[config.mk]
export PLATFORM = sky130hd
export DESIGN_NAME = fifo_request_queue_with_merge
export DESIGN_NICKNAME = d
export VERILOG_FILES = /design/src/rtl/core/frqm_pkg.sv /design/src/rtl/core/frqm_ram.sv /design/src/rtl/core/frqm_match.sv /design/src/rtl/core/fifo_request_queue_with_merge.sv
export SDC_FILE = /design/constraint.sdc
export NUM_CORES = 2
export LEC_CHECK = 0
export BUFFER_PORTS_ARGS = -buffer_cell sky130_fd_sc_hd__buf_4
export CAP_MARGIN = 20
export CORE_ASPECT_RATIO = 1.5
export CORE_MARGIN = 2
export CORE_UTILIZATION = 65
export DETAILED_ROUTE_END_ITERATION = 16
export GPL_ROUTABILITY_DRIVEN = 0
export PLACE_DENSITY = 0.83
export REMOVE_ABC_BUFFERS = 1
export SLEW_MARGIN = 5
export SYNTH_ARGS = -nofsm -noshare
export SYNTH_HDL_FRONTEND = slang
export SYNTH_SLANG_ARGS = --single-unit
export TNS_END_PERCENT = 1
[constraint.sdc]
create_clock -name i_clk -period 16.8 [get_ports i_clk]
set_clock_uncertainty 0.1 [all_clocks]
set_input_delay 2.52 -clock i_clk [delete_from_list [all_inputs] [get_ports i_clk]]
set_output_delay 2.52 -clock i_clk [all_outputs]
set_load 0.01 [all_outputs]
[src/rtl/core/frqm_pkg.sv]
// ============================================================================
// frqm_pkg: shared types and codes for the request queue with merge
// Transaction structs for the command and result ports, outcome and mode
// codes, and the status bundle from the adjacency compare unit.
// ============================================================================
`default_nettype none

package frqm_pkg;

    // Fixed port field widths
    localparam int PORT_SECTOR_W = 48;
    localparam int PORT_COUNT_W  = 16;
    localparam int TAG_W         = 8;
    localparam int OUTCOME_W     = 3;
    localparam int QLEN_W        = 5;
    localparam int TOTAL_W       = 32;

    // Command modes
    localparam logic MODE_ADD      = 1'b0;
    localparam logic MODE_DISPATCH = 1'b1;

    // Result outcome codes
    localparam logic [OUTCOME_W-1:0] OUT_QUEUED     = 3'd0;
    localparam logic [OUTCOME_W-1:0] OUT_MERGED     = 3'd1;
    localparam logic [OUTCOME_W-1:0] OUT_DISPATCHED = 3'd2;
    localparam logic [OUTCOME_W-1:0] OUT_EMPTY      = 3'd3;
    localparam logic [OUTCOME_W-1:0] OUT_DROPPED    = 3'd4;

    typedef struct packed {
        logic                     mode;
        logic                     req_type;
        logic [PORT_SECTOR_W-1:0] start_sector;
        logic [PORT_COUNT_W-1:0]  sector_count;
        logic [TAG_W-1:0]         req_tag;
    } t_req;

    typedef struct packed {
        logic [OUTCOME_W-1:0]     outcome;
        logic                     out_type;
        logic [PORT_SECTOR_W-1:0] out_sector;
        logic [PORT_COUNT_W-1:0]  out_count;
        logic [TAG_W-1:0]         out_tag;
        logic [QLEN_W-1:0]        queue_length;
        logic [TOTAL_W-1:0]       added_total;
        logic [TOTAL_W-1:0]       dispatched_total;
        logic [TOTAL_W-1:0]       merged_total;
    } t_rsp;

    // Adjacency compare status
    typedef struct packed {
        logic hit;      // same direction and adjacent on either side
        logic follows;  // new range starts where the entry ends
        logic ovf;      // grown count does not fit
    } t_match;

endpackage

`default_nettype wire

[src/rtl/core/frqm_ram.sv]
// ============================================================================
// frqm_ram: request entry storage
// Simple dual-port memory, one write and one read port, registered read data.
// ============================================================================
`default_nettype none

module frqm_ram #(
    parameter int DEPTH = 16,
    parameter int WIDTH = 73
) (
    input  wire logic                     i_clk,
    input  wire logic                     i_we,
    input  wire logic [$clog2(DEPTH)-1:0] i_waddr,
    input  wire logic [WIDTH-1:0]         i_wdata,
    input  wire logic [$clog2(DEPTH)-1:0] i_raddr,
    output logic      [WIDTH-1:0]         o_rdata
);

    logic [WIDTH-1:0] r_mem [DEPTH];

    always_ff @(posedge i_clk) begin
        if (i_we) begin
            r_mem[i_waddr] <= i_wdata;
        end
    end

    always_ff @(posedge i_clk) begin
        o_rdata <= r_mem[i_raddr];
    end

endmodule

`default_nettype wire

[src/rtl/core/frqm_match.sv]
// ============================================================================
// frqm_match: adjacency compare unit
// Checks a stored entry against the new request: same direction, follows or
// precedes with exact (non-wrapping) sums, and count overflow of the merge.
// ============================================================================
`default_nettype none

module frqm_match #(
    parameter int SECTOR_BITS = 48,
    parameter int COUNT_BITS  = 16
) (
    input  wire logic                   i_ent_type,
    input  wire logic [SECTOR_BITS-1:0] i_ent_sector,
    input  wire logic [COUNT_BITS-1:0]  i_ent_count,
    input  wire logic                   i_type,
    input  wire logic [SECTOR_BITS-1:0] i_sector,
    input  wire logic [COUNT_BITS-1:0]  i_count,
    output frqm_pkg::t_match            o_match,
    output logic      [COUNT_BITS-1:0]  o_sum
);

    localparam int SUM_W = ((SECTOR_BITS > COUNT_BITS) ? SECTOR_BITS : COUNT_BITS) + 1;

    logic [SUM_W-1:0]      ent_end;
    logic [SUM_W-1:0]      new_end;
    logic [COUNT_BITS:0]   cnt_sum;
    logic                  follows;
    logic                  precedes;

    assign ent_end  = SUM_W'(i_ent_sector) + SUM_W'(i_ent_count);
    assign new_end  = SUM_W'(i_sector) + SUM_W'(i_count);
    assign follows  = (ent_end == SUM_W'(i_sector));
    assign precedes = (new_end == SUM_W'(i_ent_sector));
    assign cnt_sum  = (COUNT_BITS+1)'(i_ent_count) + (COUNT_BITS+1)'(i_count);

    assign o_match.hit     = (i_ent_type == i_type) && (follows || precedes);
    assign o_match.follows = follows;
    assign o_match.ovf     = cnt_sum[COUNT_BITS];
    assign o_sum           = cnt_sum[COUNT_BITS-1:0];

endmodule

`default_nettype wire

[src/rtl/core/fifo_request_queue_with_merge.sv]
// ============================================================================
// fifo_request_queue_with_merge: FIFO block I/O request queue with merge
// Ring buffer of requests in one memory. An add walks the queue head to tail
// looking for an adjacent request of the same direction to extend; otherwise
// it appends. A dispatch pops the head. One result transaction per command.
// ============================================================================
//
//  channel   | direction | handshake            | payload
//  ----------+-----------+----------------------+------------------------------
//  command   | in        | start && !busy       | i_req (frqm_pkg::t_req)
//  result    | out       | o_done, no backpress | o_rsp (frqm_pkg::t_rsp)
//  config    | in        | i_cfg_we             | i_cfg_data (merge enable)
//
//  Timing: o_done is registered from the state that finishes the command.
//    dispatch on a non-empty queue: head read in S_IDLE, then pop in S_DISP.
//    add with merging off, empty queue, or dispatch on empty: ends in S_IDLE.
//    add with merging on: S_SCAN examines k entries (1..QUEUE_DEPTH),
//    one entry per cycle through the single memory read port.
//  Reset clears pointers, counters and control; entry storage is not cleared
//  (only written entries are ever read). The result side cannot stall.
// ============================================================================
`default_nettype none

module fifo_request_queue_with_merge #(
    parameter int QUEUE_DEPTH = 16,
    parameter int SECTOR_BITS = 48,
    parameter int COUNT_BITS  = 16
) (
    input  wire logic           i_clk,
    input  wire logic           i_rst_n,
    // command transaction
    input  wire logic           start,
    output logic                busy,
    input  wire frqm_pkg::t_req i_req,
    // result transaction
    output logic                o_done,
    output frqm_pkg::t_rsp      o_rsp,
    // merge enable register
    input  wire logic           i_cfg_we,
    input  wire logic           i_cfg_data
);

    localparam int IDX_W   = $clog2(QUEUE_DEPTH);
    localparam int CNT_W   = $clog2(QUEUE_DEPTH + 1);
    localparam int TAG_W   = frqm_pkg::TAG_W;
    localparam int ENTRY_W = 1 + SECTOR_BITS + COUNT_BITS + TAG_W;
    localparam int TOT_W   = frqm_pkg::TOTAL_W;
    localparam int PSEC_W  = frqm_pkg::PORT_SECTOR_W;
    localparam int PCNT_W  = frqm_pkg::PORT_COUNT_W;
    localparam int QLEN_W  = frqm_pkg::QLEN_W;

    // Entry layout: {type, sector, count, tag}
    localparam int CNT_LO = TAG_W;
    localparam int SEC_LO = TAG_W + COUNT_BITS;

    // One-hot sequencer
    typedef enum logic [2:0] {
        S_IDLE = 3'b001,
        S_SCAN = 3'b010,
        S_DISP = 3'b100
    } t_state;

    function automatic logic [IDX_W-1:0] next_slot(input logic [IDX_W-1:0] idx);
        return (idx == IDX_W'(QUEUE_DEPTH - 1)) ? '0 : idx + IDX_W'(1);
    endfunction

    t_state                 r_state, n_state;
    logic [IDX_W-1:0]       r_head, n_head;
    logic [IDX_W-1:0]       r_tail, n_tail;
    logic [CNT_W-1:0]       r_total, n_total;
    logic [IDX_W-1:0]       r_idx, n_idx;     // entry under test
    logic [CNT_W-1:0]       r_left, n_left;   // entries still to test, incl. current
    logic [TOT_W-1:0]       r_added, n_added;
    logic [TOT_W-1:0]       r_dispatched, n_dispatched;
    logic [TOT_W-1:0]       r_merged, n_merged;
    logic                   r_merge_en;
    logic                   r_done, n_done;
    frqm_pkg::t_rsp         r_rsp, n_rsp;

    // Latched request payload
    logic                   r_type, n_type;
    logic [SECTOR_BITS-1:0] r_sector, n_sector;
    logic [COUNT_BITS-1:0]  r_count, n_count;
    logic [TAG_W-1:0]       r_tag, n_tag;

    // Memory ports
    logic                   wr_en;
    logic [IDX_W-1:0]       wr_addr;
    logic [ENTRY_W-1:0]     wr_data;
    logic [IDX_W-1:0]       rd_addr;
    logic [ENTRY_W-1:0]     rd_data;

    // Entry fields from read data
    logic                   ent_type;
    logic [SECTOR_BITS-1:0] ent_sector;
    logic [COUNT_BITS-1:0]  ent_count;
    logic [TAG_W-1:0]       ent_tag;

    // Request as seen this cycle: port payload at accept, latched after
    logic                   cur_type;
    logic [SECTOR_BITS-1:0] cur_sector;
    logic [COUNT_BITS-1:0]  cur_count;
    logic [TAG_W-1:0]       cur_tag;

    frqm_pkg::t_match       match;
    logic [COUNT_BITS-1:0]  merge_sum;

    logic                   accept;
    logic                   finish_add;
    logic                   rsp_valid;
    logic [frqm_pkg::OUTCOME_W-1:0] rsp_code;

    assign busy   = (r_state != S_IDLE);
    assign accept = start && !busy;

    assign ent_type   = rd_data[ENTRY_W-1];
    assign ent_sector = rd_data[SEC_LO +: SECTOR_BITS];
    assign ent_count  = rd_data[CNT_LO +: COUNT_BITS];
    assign ent_tag    = rd_data[0 +: TAG_W];

    assign cur_type   = (r_state == S_IDLE) ? i_req.req_type : r_type;
    assign cur_sector = (r_state == S_IDLE) ? SECTOR_BITS'(i_req.start_sector) : r_sector;
    assign cur_count  = (r_state == S_IDLE) ? COUNT_BITS'(i_req.sector_count) : r_count;
    assign cur_tag    = (r_state == S_IDLE) ? i_req.req_tag : r_tag;

    frqm_ram #(
        .DEPTH (QUEUE_DEPTH),
        .WIDTH (ENTRY_W)
    ) u_ram (
        .i_clk   (i_clk),
        .i_we    (wr_en),
        .i_waddr (wr_addr),
        .i_wdata (wr_data),
        .i_raddr (rd_addr),
        .o_rdata (rd_data)
    );

    frqm_match #(
        .SECTOR_BITS (SECTOR_BITS),
        .COUNT_BITS  (COUNT_BITS)
    ) u_match (
        .i_ent_type   (ent_type),
        .i_ent_sector (ent_sector),
        .i_ent_count  (ent_count),
        .i_type       (r_type),
        .i_sector     (r_sector),
        .i_count      (r_count),
        .o_match      (match),
        .o_sum        (merge_sum)
    );

    always_comb begin
        n_state      = r_state;
        n_head       = r_head;
        n_tail       = r_tail;
        n_total      = r_total;
        n_idx        = r_idx;
        n_left       = r_left;
        n_added      = r_added;
        n_dispatched = r_dispatched;
        n_merged     = r_merged;
        n_type       = r_type;
        n_sector     = r_sector;
        n_count      = r_count;
        n_tag        = r_tag;
        wr_en        = 1'b0;
        wr_addr      = r_tail;
        wr_data      = {cur_type, cur_sector, cur_count, cur_tag};
        rd_addr      = r_head;
        finish_add   = 1'b0;
        rsp_valid    = 1'b0;
        rsp_code     = frqm_pkg::OUT_QUEUED;

        case (r_state)
            S_IDLE: begin
                if (accept) begin
                    n_type   = cur_type;
                    n_sector = cur_sector;
                    n_count  = cur_count;
                    n_tag    = cur_tag;
                    if (i_req.mode == frqm_pkg::MODE_DISPATCH) begin
                        if (r_total == '0) begin
                            rsp_valid = 1'b1;
                            rsp_code  = frqm_pkg::OUT_EMPTY;
                        end else begin
                            // head read is in flight
                            n_state = S_DISP;
                        end
                    end else if (r_merge_en && (r_total != '0)) begin
                        n_state = S_SCAN;
                        n_idx   = r_head;
                        n_left  = r_total;
                    end else begin
                        finish_add = 1'b1;
                    end
                end
            end
            S_SCAN: begin
                // prefetch the next slot while testing the current one
                rd_addr = next_slot(r_idx);
                if (match.hit && !match.ovf) begin
                    wr_en     = 1'b1;
                    wr_addr   = r_idx;
                    wr_data   = {ent_type, (match.follows ? ent_sector : r_sector),
                                 merge_sum, ent_tag};
                    n_merged  = r_merged + TOT_W'(1);
                    rsp_valid = 1'b1;
                    rsp_code  = frqm_pkg::OUT_MERGED;
                    n_state   = S_IDLE;
                end else if (match.hit || (r_left == CNT_W'(1))) begin
                    // blocked by overflow, or walk done: append instead
                    finish_add = 1'b1;
                    n_state    = S_IDLE;
                end else begin
                    n_idx  = next_slot(r_idx);
                    n_left = r_left - CNT_W'(1);
                end
            end
            S_DISP: begin
                n_head       = next_slot(r_head);
                n_total      = r_total - CNT_W'(1);
                n_dispatched = r_dispatched + TOT_W'(1);
                rsp_valid    = 1'b1;
                rsp_code     = frqm_pkg::OUT_DISPATCHED;
                n_state      = S_IDLE;
            end
            default: begin
                n_state = S_IDLE;
            end
        endcase

        if (finish_add) begin
            rsp_valid = 1'b1;
            if (r_total == CNT_W'(QUEUE_DEPTH)) begin
                rsp_code = frqm_pkg::OUT_DROPPED;
            end else begin
                wr_en    = 1'b1;
                wr_addr  = r_tail;
                n_tail   = next_slot(r_tail);
                n_total  = r_total + CNT_W'(1);
                n_added  = r_added + TOT_W'(1);
                rsp_code = frqm_pkg::OUT_QUEUED;
            end
        end

        n_done = rsp_valid;
        n_rsp  = r_rsp;
        if (rsp_valid) begin
            n_rsp.outcome          = rsp_code;
            n_rsp.out_type         = 1'b0;
            n_rsp.out_sector       = '0;
            n_rsp.out_count        = '0;
            n_rsp.out_tag          = '0;
            if (rsp_code == frqm_pkg::OUT_DISPATCHED) begin
                n_rsp.out_type   = ent_type;
                n_rsp.out_sector = PSEC_W'(ent_sector);
                n_rsp.out_count  = PCNT_W'(ent_count);
                n_rsp.out_tag    = ent_tag;
            end
            n_rsp.queue_length     = QLEN_W'(n_total);
            n_rsp.added_total      = n_added;
            n_rsp.dispatched_total = n_dispatched;
            n_rsp.merged_total     = n_merged;
        end
    end

    // Control state
    always_ff @(posedge i_clk) begin
        if (!i_rst_n) begin
            r_state      <= S_IDLE;
            r_head       <= '0;
            r_tail       <= '0;
            r_total      <= '0;
            r_idx        <= '0;
            r_left       <= '0;
            r_added      <= '0;
            r_dispatched <= '0;
            r_merged     <= '0;
            r_done       <= 1'b0;
        end else begin
            r_state      <= n_state;
            r_head       <= n_head;
            r_tail       <= n_tail;
            r_total      <= n_total;
            r_idx        <= n_idx;
            r_left       <= n_left;
            r_added      <= n_added;
            r_dispatched <= n_dispatched;
            r_merged     <= n_merged;
            r_done       <= n_done;
        end
    end

    // Merge enable register, resets to enabled
    always_ff @(posedge i_clk) begin
        if (!i_rst_n) begin
            r_merge_en <= 1'b1;
        end else if (i_cfg_we) begin
            r_merge_en <= i_cfg_data;
        end
    end

    // Payload registers
    always_ff @(posedge i_clk) begin
        r_type   <= n_type;
        r_sector <= n_sector;
        r_count  <= n_count;
        r_tag    <= n_tag;
        r_rsp    <= n_rsp;
    end

    assign o_done = r_done;
    assign o_rsp  = r_rsp;

endmodule

`default_nettype wire
-- Word-level counts from Yosys, hierarchy flattened
Memory sizes are Yosys's and may differ from the RTL's. A register that Yosys moved wholly into a read port is not among the register bits.
Cells that the tools add are included.
- word-level logic and storage cells: 140
- bits of input ports: 79
- output and inout bits: 179
- memory bits (writable): 1168
- register bits after elaboration: 373
- memories kept: 1
- memories (name ; depth ; width ; read ports ; clocked after Yosys merged registers in ; wr ports ; RTL line ; RTL):
    u_ram.r_mem ; 16 ; 73 ; 1 ; 1 ; 1 ; frqm_ram.sv:19 ; logic [WIDTH-1:0] r_mem [DEPTH];
- equality and inequality tests: 21
- add/sub/neg operators: 12
- multiplexer cells: 66
- bitwise logic cells: 1
- reduce and logical (&&, ||, !) cells: 15
- operators with widths (operator ; number):
    32-bit 2-to-1 mux ; 5
    73-bit 2-to-1 mux ; 2
    48-bit by 16-bit adder with 49-bit output ; 2
    49-bit by 48-bit equality test with 1-bit output ; 2
    32-bit by 1-bit adder with 32-bit output, second input constant ; 3
    48-bit 2-to-1 mux ; 2
    4-bit 2-to-1 mux ; 13
    5-bit 2-to-1 mux ; 8
    3-bit 2-to-1 mux ; 8
    16-bit by 16-bit adder with 17-bit output ; 1
    1-bit 2-to-1 mux ; 17
    16-bit 2-to-1 mux ; 1
    4-bit by 1-bit adder with 4-bit output, second input constant ; 3
    4-bit equality test, second input constant ; 3
    5-bit one-hot mux with 2 select lines ; 1
    5-bit by 1-bit subtractor with 5-bit output, second input constant ; 2
    8-bit 2-to-1 mux ; 1
    2-bit != test, second input constant ; 4
    4-bit one-hot mux with 2 select lines ; 1
    3-bit by 2-bit equality test with 1-bit output, second input constant ; 2
    2-bit 2-to-1 mux ; 3
    3-bit != test, second input constant ; 2
    2-bit one-hot mux with 3 select lines ; 1
    3-bit one-hot mux with 2 select lines ; 1
    21 further kinds ; 27

-- Logic depth before layout (Yosys ltp)
- depth after elaboration: 11
- gate-level depth with buffers: 18

-- Modules after synthesis
From an unflattened synthesis, not the netlist that was laid out.
- cell total of the unflattened synthesis: 4143
- area, all modules: 67223.2 µm²
- modules (own cells, without submodules) (module ; times used ; area an instance (µm²) ; cells each):
    frqm_ram ; 1 ; 45127.0 ; 1875
    fifo_request_queue_with_merge ; 1 ; 16682.2 ; 1480
    frqm_match ; 1 ; 5413.9 ; 788

-- Worst setup path after synthesis
No wires, ideal clock.
- path kind: input to register
- start: input port start
- end: register r_rsp, in the netlist o_rsp[0], enable pin
- buffers on the path: 0
- cell stages on the path: 4
- path slack: 5746 ps
- arrival: 8707 ps
- setup time: 2248 ps
- cell sequence: nand2_1 -> inv_1 -> nand3_1 -> nand4_1
- cells in the longest elaborated chain, start to end: 4
- RTL lines (item ; RTL line ; RTL):
    start, declared ; fifo_request_queue_with_merge.sv:32 ; input wire logic start,
    1-bit logical AND * ; fifo_request_queue_with_merge.sv:114 ; assign accept = start && !busy;
    1-bit 2-to-1 mux ; fifo_request_queue_with_merge.sv:176 ; if (accept) begin
    1-bit one-hot mux with 3 select lines / 1-bit one-hot mux with 2 select lines (equally long branches) ; fifo_request_queue_with_merge.sv:174 ; case (r_state)
    1-bit 2-to-1 mux * ; fifo_request_queue_with_merge.sv:232 ; if (finish_add) begin
    net n_done ; fifo_request_queue_with_merge.sv:77 ; logic r_done, n_done;
    end signal, assigned ; fifo_request_queue_with_merge.sv:309 ; r_rsp <= n_rsp;
    end, declared ; fifo_request_queue_with_merge.sv:78 ; frqm_pkg::t_rsp r_rsp, n_rsp;
Mark *: on every way through the listed nets, which the timed path passes. The rest lies on a longest branch.
A chain may end at the register's enable or synchronous reset.

-- Final worst setup path
- start: register r_sector[0]
- end: memory u_ram.r_mem[9][54], enable pin
- cells in the longest elaborated chain, start to end: 11
- RTL lines (item ; RTL line ; RTL):
    start, declared ; fifo_request_queue_with_merge.sv:82 ; logic [SECTOR_BITS-1:0] r_sector, n_sector;
    start signal, assigned ; fifo_request_queue_with_merge.sv:306 ; r_sector <= n_sector;
    48-bit by 16-bit adder with 49-bit output ; frqm_match.sv:31 ; assign new_end = SUM_W'(i_sector) + SUM_W'(i_count);
    49-bit by 48-bit equality test with 1-bit output ; frqm_match.sv:33 ; assign precedes = (new_end == SUM_W'(i_ent_sector));
    1-bit logical OR * ; frqm_match.sv:36 ; assign o_match.hit = (i_ent_type == i_type) && (follows || precedes);
    1-bit logical AND * ; frqm_match.sv:36 ;
    1-bit logical OR / 1-bit logical AND (equally long branches) ; fifo_request_queue_with_merge.sv:210, fifo_request_queue_with_merge.sv:201 ;
    1-bit 2-to-1 mux (on tied branches) ; fifo_request_queue_with_merge.sv:210, fifo_request_queue_with_merge.sv:201 ;
    1-bit 2-to-1 mux (on tied branches) ; fifo_request_queue_with_merge.sv:201, fifo_request_queue_with_merge.sv:174 ;
    1-bit one-hot mux with 2 select lines / 1-bit 2-to-1 mux (equally long branches) ; fifo_request_queue_with_merge.sv:174, fifo_request_queue_with_merge.sv:234 ;
    1-bit 2-to-1 mux ; fifo_request_queue_with_merge.sv:232 ;
    1-bit 2-to-1 mux ; frqm_ram.sv:22 ; if (i_we) begin
    1-bit 2-to-1 mux (not written as such) ; frqm_ram.sv:23 ; r_mem[i_waddr] <= i_wdata;
    end, declared ; frqm_ram.sv:19 ;
Mark *: on every way between the ends. The rest lies on a longest branch, timed or not.

==> results.sh <==
export IMPL_run_status="completed"
export IMPL_dieArea_sq_um=107700
export IMPL_initial_core_util_pct=65.55
export IMPL_required_ns=17.11
export IMPL_final_common_cell="edfxtp_1"
export IMPL_r2r_setup_slack_ns=8.52
export IMPL_clk_pin_slew_worst_paths_ns=0.07
export IMPL_post_cts_resized=0
export IMPL_cts_hold_buf=0
export IMPL_core_sq_um=104100
export IMPL_port_buffers=257
export IMPL_postSynthAreaPerCell_sq_um=16.32
export IMPL_ys_seq_elements=1614
export IMPL_netlist_area_sq_um=68260
export IMPL_die_w_um=268.6
export IMPL_antenna_found_initial=11
export IMPL_wl_mm=187.3
export IMPL_die_h_um=400.9
export IMPL_grt_pass1_vias=40970
export IMPL_cts_root_buf="clkbuf_16"
export IMPL_wl_per_cell_um=31.40
export IMPL_cp_end_kind="flip-flop"
export IMPL_postCtsSetupRepairBufs=0
export IMPL_grt_pass1_wl_mm=271.7
export IMPL_holdWs_ns=0.3918
export IMPL_powerDensity_nw_per_um2=159.2
export IMPL_clock_fmax_mhz=120.8
export IMPL_cts_made_buffers=144
export IMPL_dpl_cell_count=5682
export IMPL_crit_type="reg2reg"
export IMPL_synth_top_area_cell="edfxtp_1"
export IMPL_synthCells=4183
export IMPL_io_pin_count=258
export IMPL_final_fill_count=6004
export IMPL_worstSetupStartpointType="flip-flop"
export IMPL_area_delta_synth_final_pct=12.64
export IMPL_p_leak_nw=26.46
export IMPL_period_share_pct=49.27
export IMPL_synth_edf_count=1418
export IMPL_synth_distinct_cells=83
export IMPL_final_area_sq_um=76890
export IMPL_cap_violations=0
export IMPL_multi_input_area_sq_um=20910
export IMPL_worstMarginPinSlew_ns=1.235
export IMPL_clock_latency_ns=0.80
export IMPL_rsz0062_at_grt="false"
export IMPL_rows=145
export IMPL_cts_sinks=1614
export IMPL_dp_hpwl_mm=112.7
export IMPL_regArea_sq_um=46510
export IMPL_finalCriticalPeriod_ns=8.278
export IMPL_synthArstFlopShare_pct=0
export IMPL_utilization_pct=73.84
export IMPL_cp_arrival_ns=8.58
export IMPL_instances_no_fill=5963
export IMPL_final_setup_viol_count=0
export IMPL_drc=0
export IMPL_drtIter0Drc=6070
export IMPL_report_final_slew_viol_count=0
export IMPL_ys_warn_count=0
export IMPL_seq_area_frac_synth_pct=68.13
export IMPL_dr_pass1_iters=9
export IMPL_cts_tree="done"
export IMPL_grt_ovfl_total=0
export IMPL_grt_usage_pct=35.14
export IMPL_ant_nets=0
export IMPL_cts_max_path_buffers=3
export IMPL_power_mw=12.24
export IMPL_maxSlewHeadroom_pct=17.69
export IMPL_yosys_most_used_dff="edfxtp_1"
export IMPL_report_final_hold_viol_count=0
export IMPL_h_tree_depth=4
export IMPL_hold_class="reg2reg"
export IMPL_viasPerCell=6.930
export IMPL_vias=41330
export IMPL_grt_max_degree=149
export IMPL_fin_nets=4583
export IMPL_drive_above_1_share_pct=23.69
export IMPL_path_max_fanout=40
export IMPL_ir_drop_v=0.0001315
export IMPL_dpl_cell_area_sq_um=71910
export IMPL_synth_area_top_cells="edfxtp_1, mux4_2, dfxtp_1, mux2_2, mux2i_1"
export IMPL_most_common_layout_cells="edfxtp_1, buf_4, mux4_2, nand2_1, dfxtp_1"
export IMPL_synth_top_cell_area_share_pct=62.38
## per-stage QoR
stage          setup slack, ns  setup TNS (ns)
3_3_place_gp             9.037               0
5_1_grt                  8.387               0
3_5_place_dp             8.911               0
6_report                 8.522               0
4_1_cts                  8.809               0
2_1_floorplan           -12.38         -914.65
## cells in the mapped netlist, types with 85 or more instances
master,number
a211oi_1,94
a21oi_1,168
and3_1,117
clkbuf_1,154
dfxtp_1,196
edfxtp_1,1418
mux2_2,178
mux2i_1,139
mux4_2,292
nand2_1,221
nand3_1,90
nor2_1,140
nor2b_1,85
xnor2_1,135
## kinds of logic after synthesis
family                     Yosys count  synth area share, %
and+or+nand+nor                    935                7.250
AOI/OAI and AO/OA                  484                4.581
xor gates and xnor gates           213                2.744
muxes                              609                14.61
buffers and inverters              267                1.536
adders and majority gates           61                1.151
DFF                               1614                68.13
## area by class of cell
cell class / count / share of cell area (%)
Tap cell: 1396 / 2.272
Antenna cell: 4 / 0.01302
Clock inverter: 71 / 1.058
Timing Repair Buffer: 335 / 3.556
Multi-Input combinational cell: 2302 / 27.20
Inverter: 46 / 0.2278
Clock buffer: 195 / 5.191
Sequential cell: 1614 / 60.48
## worst paths after layout
kind	to	from	cells after the start
setup / recovery	u_ram.r_mem[9][54]	r_sector[0]	17
hold reg to reg	r_merged[31]	r_merged[31]	2
setup reg to reg	u_ram.r_mem[9][54]	r_sector[0]	17
hold / removal	r_merged[31]	r_merged[31]	2
## critical path, stage by stage, from the launching register on
cell	delay (ns)
edfxtp_1	0.46
ha_1	0.27
fa_1	0.41
a211oi_1	0.44
o21a_1	0.27
o31ai_1	0.19
a21o_1	0.22
a21oi_1	0.19
xnor2_1	0.09
or4_1	0.56
nor4b_1	0.47
nand4_1	0.37
a32oi_1	0.95
nand2_1	0.83
a31oi_1	1.04
nor2_4	0.22
buf_12	0.25
buf_4	0.35
## sequential cells by signal, indices dropped and copies added (netlist names)
register       flops
r_left             5
r_state            3
r_tail             4
u_ram.o_rdata     73
r_dispatched      32
r_type             1
r_tag              8
r_idx              4
u_ram.r_mem     1168
o_rsp            177
r_merged          32
r_merge_en         1
r_added           32
r_count           16
r_head             4
o_done             1
r_total            5
r_sector          48
## layer usage
layer,vias up,global-route usage (%),wire (um)
met3,747,9.112,21760
met5,-,0,107
met1,20450,44.44,63560
li1,16940,-,-
met4,16,19.87,12450
met2,3170,55.45,89400
## report_power, final
group	switching, mW	internal (mW)
clock	1.48	1.90
sequential	0.381	5.21
combinational	2.15	1.13
total	4.01	8.23
Power figures use the tool's default switching activity.
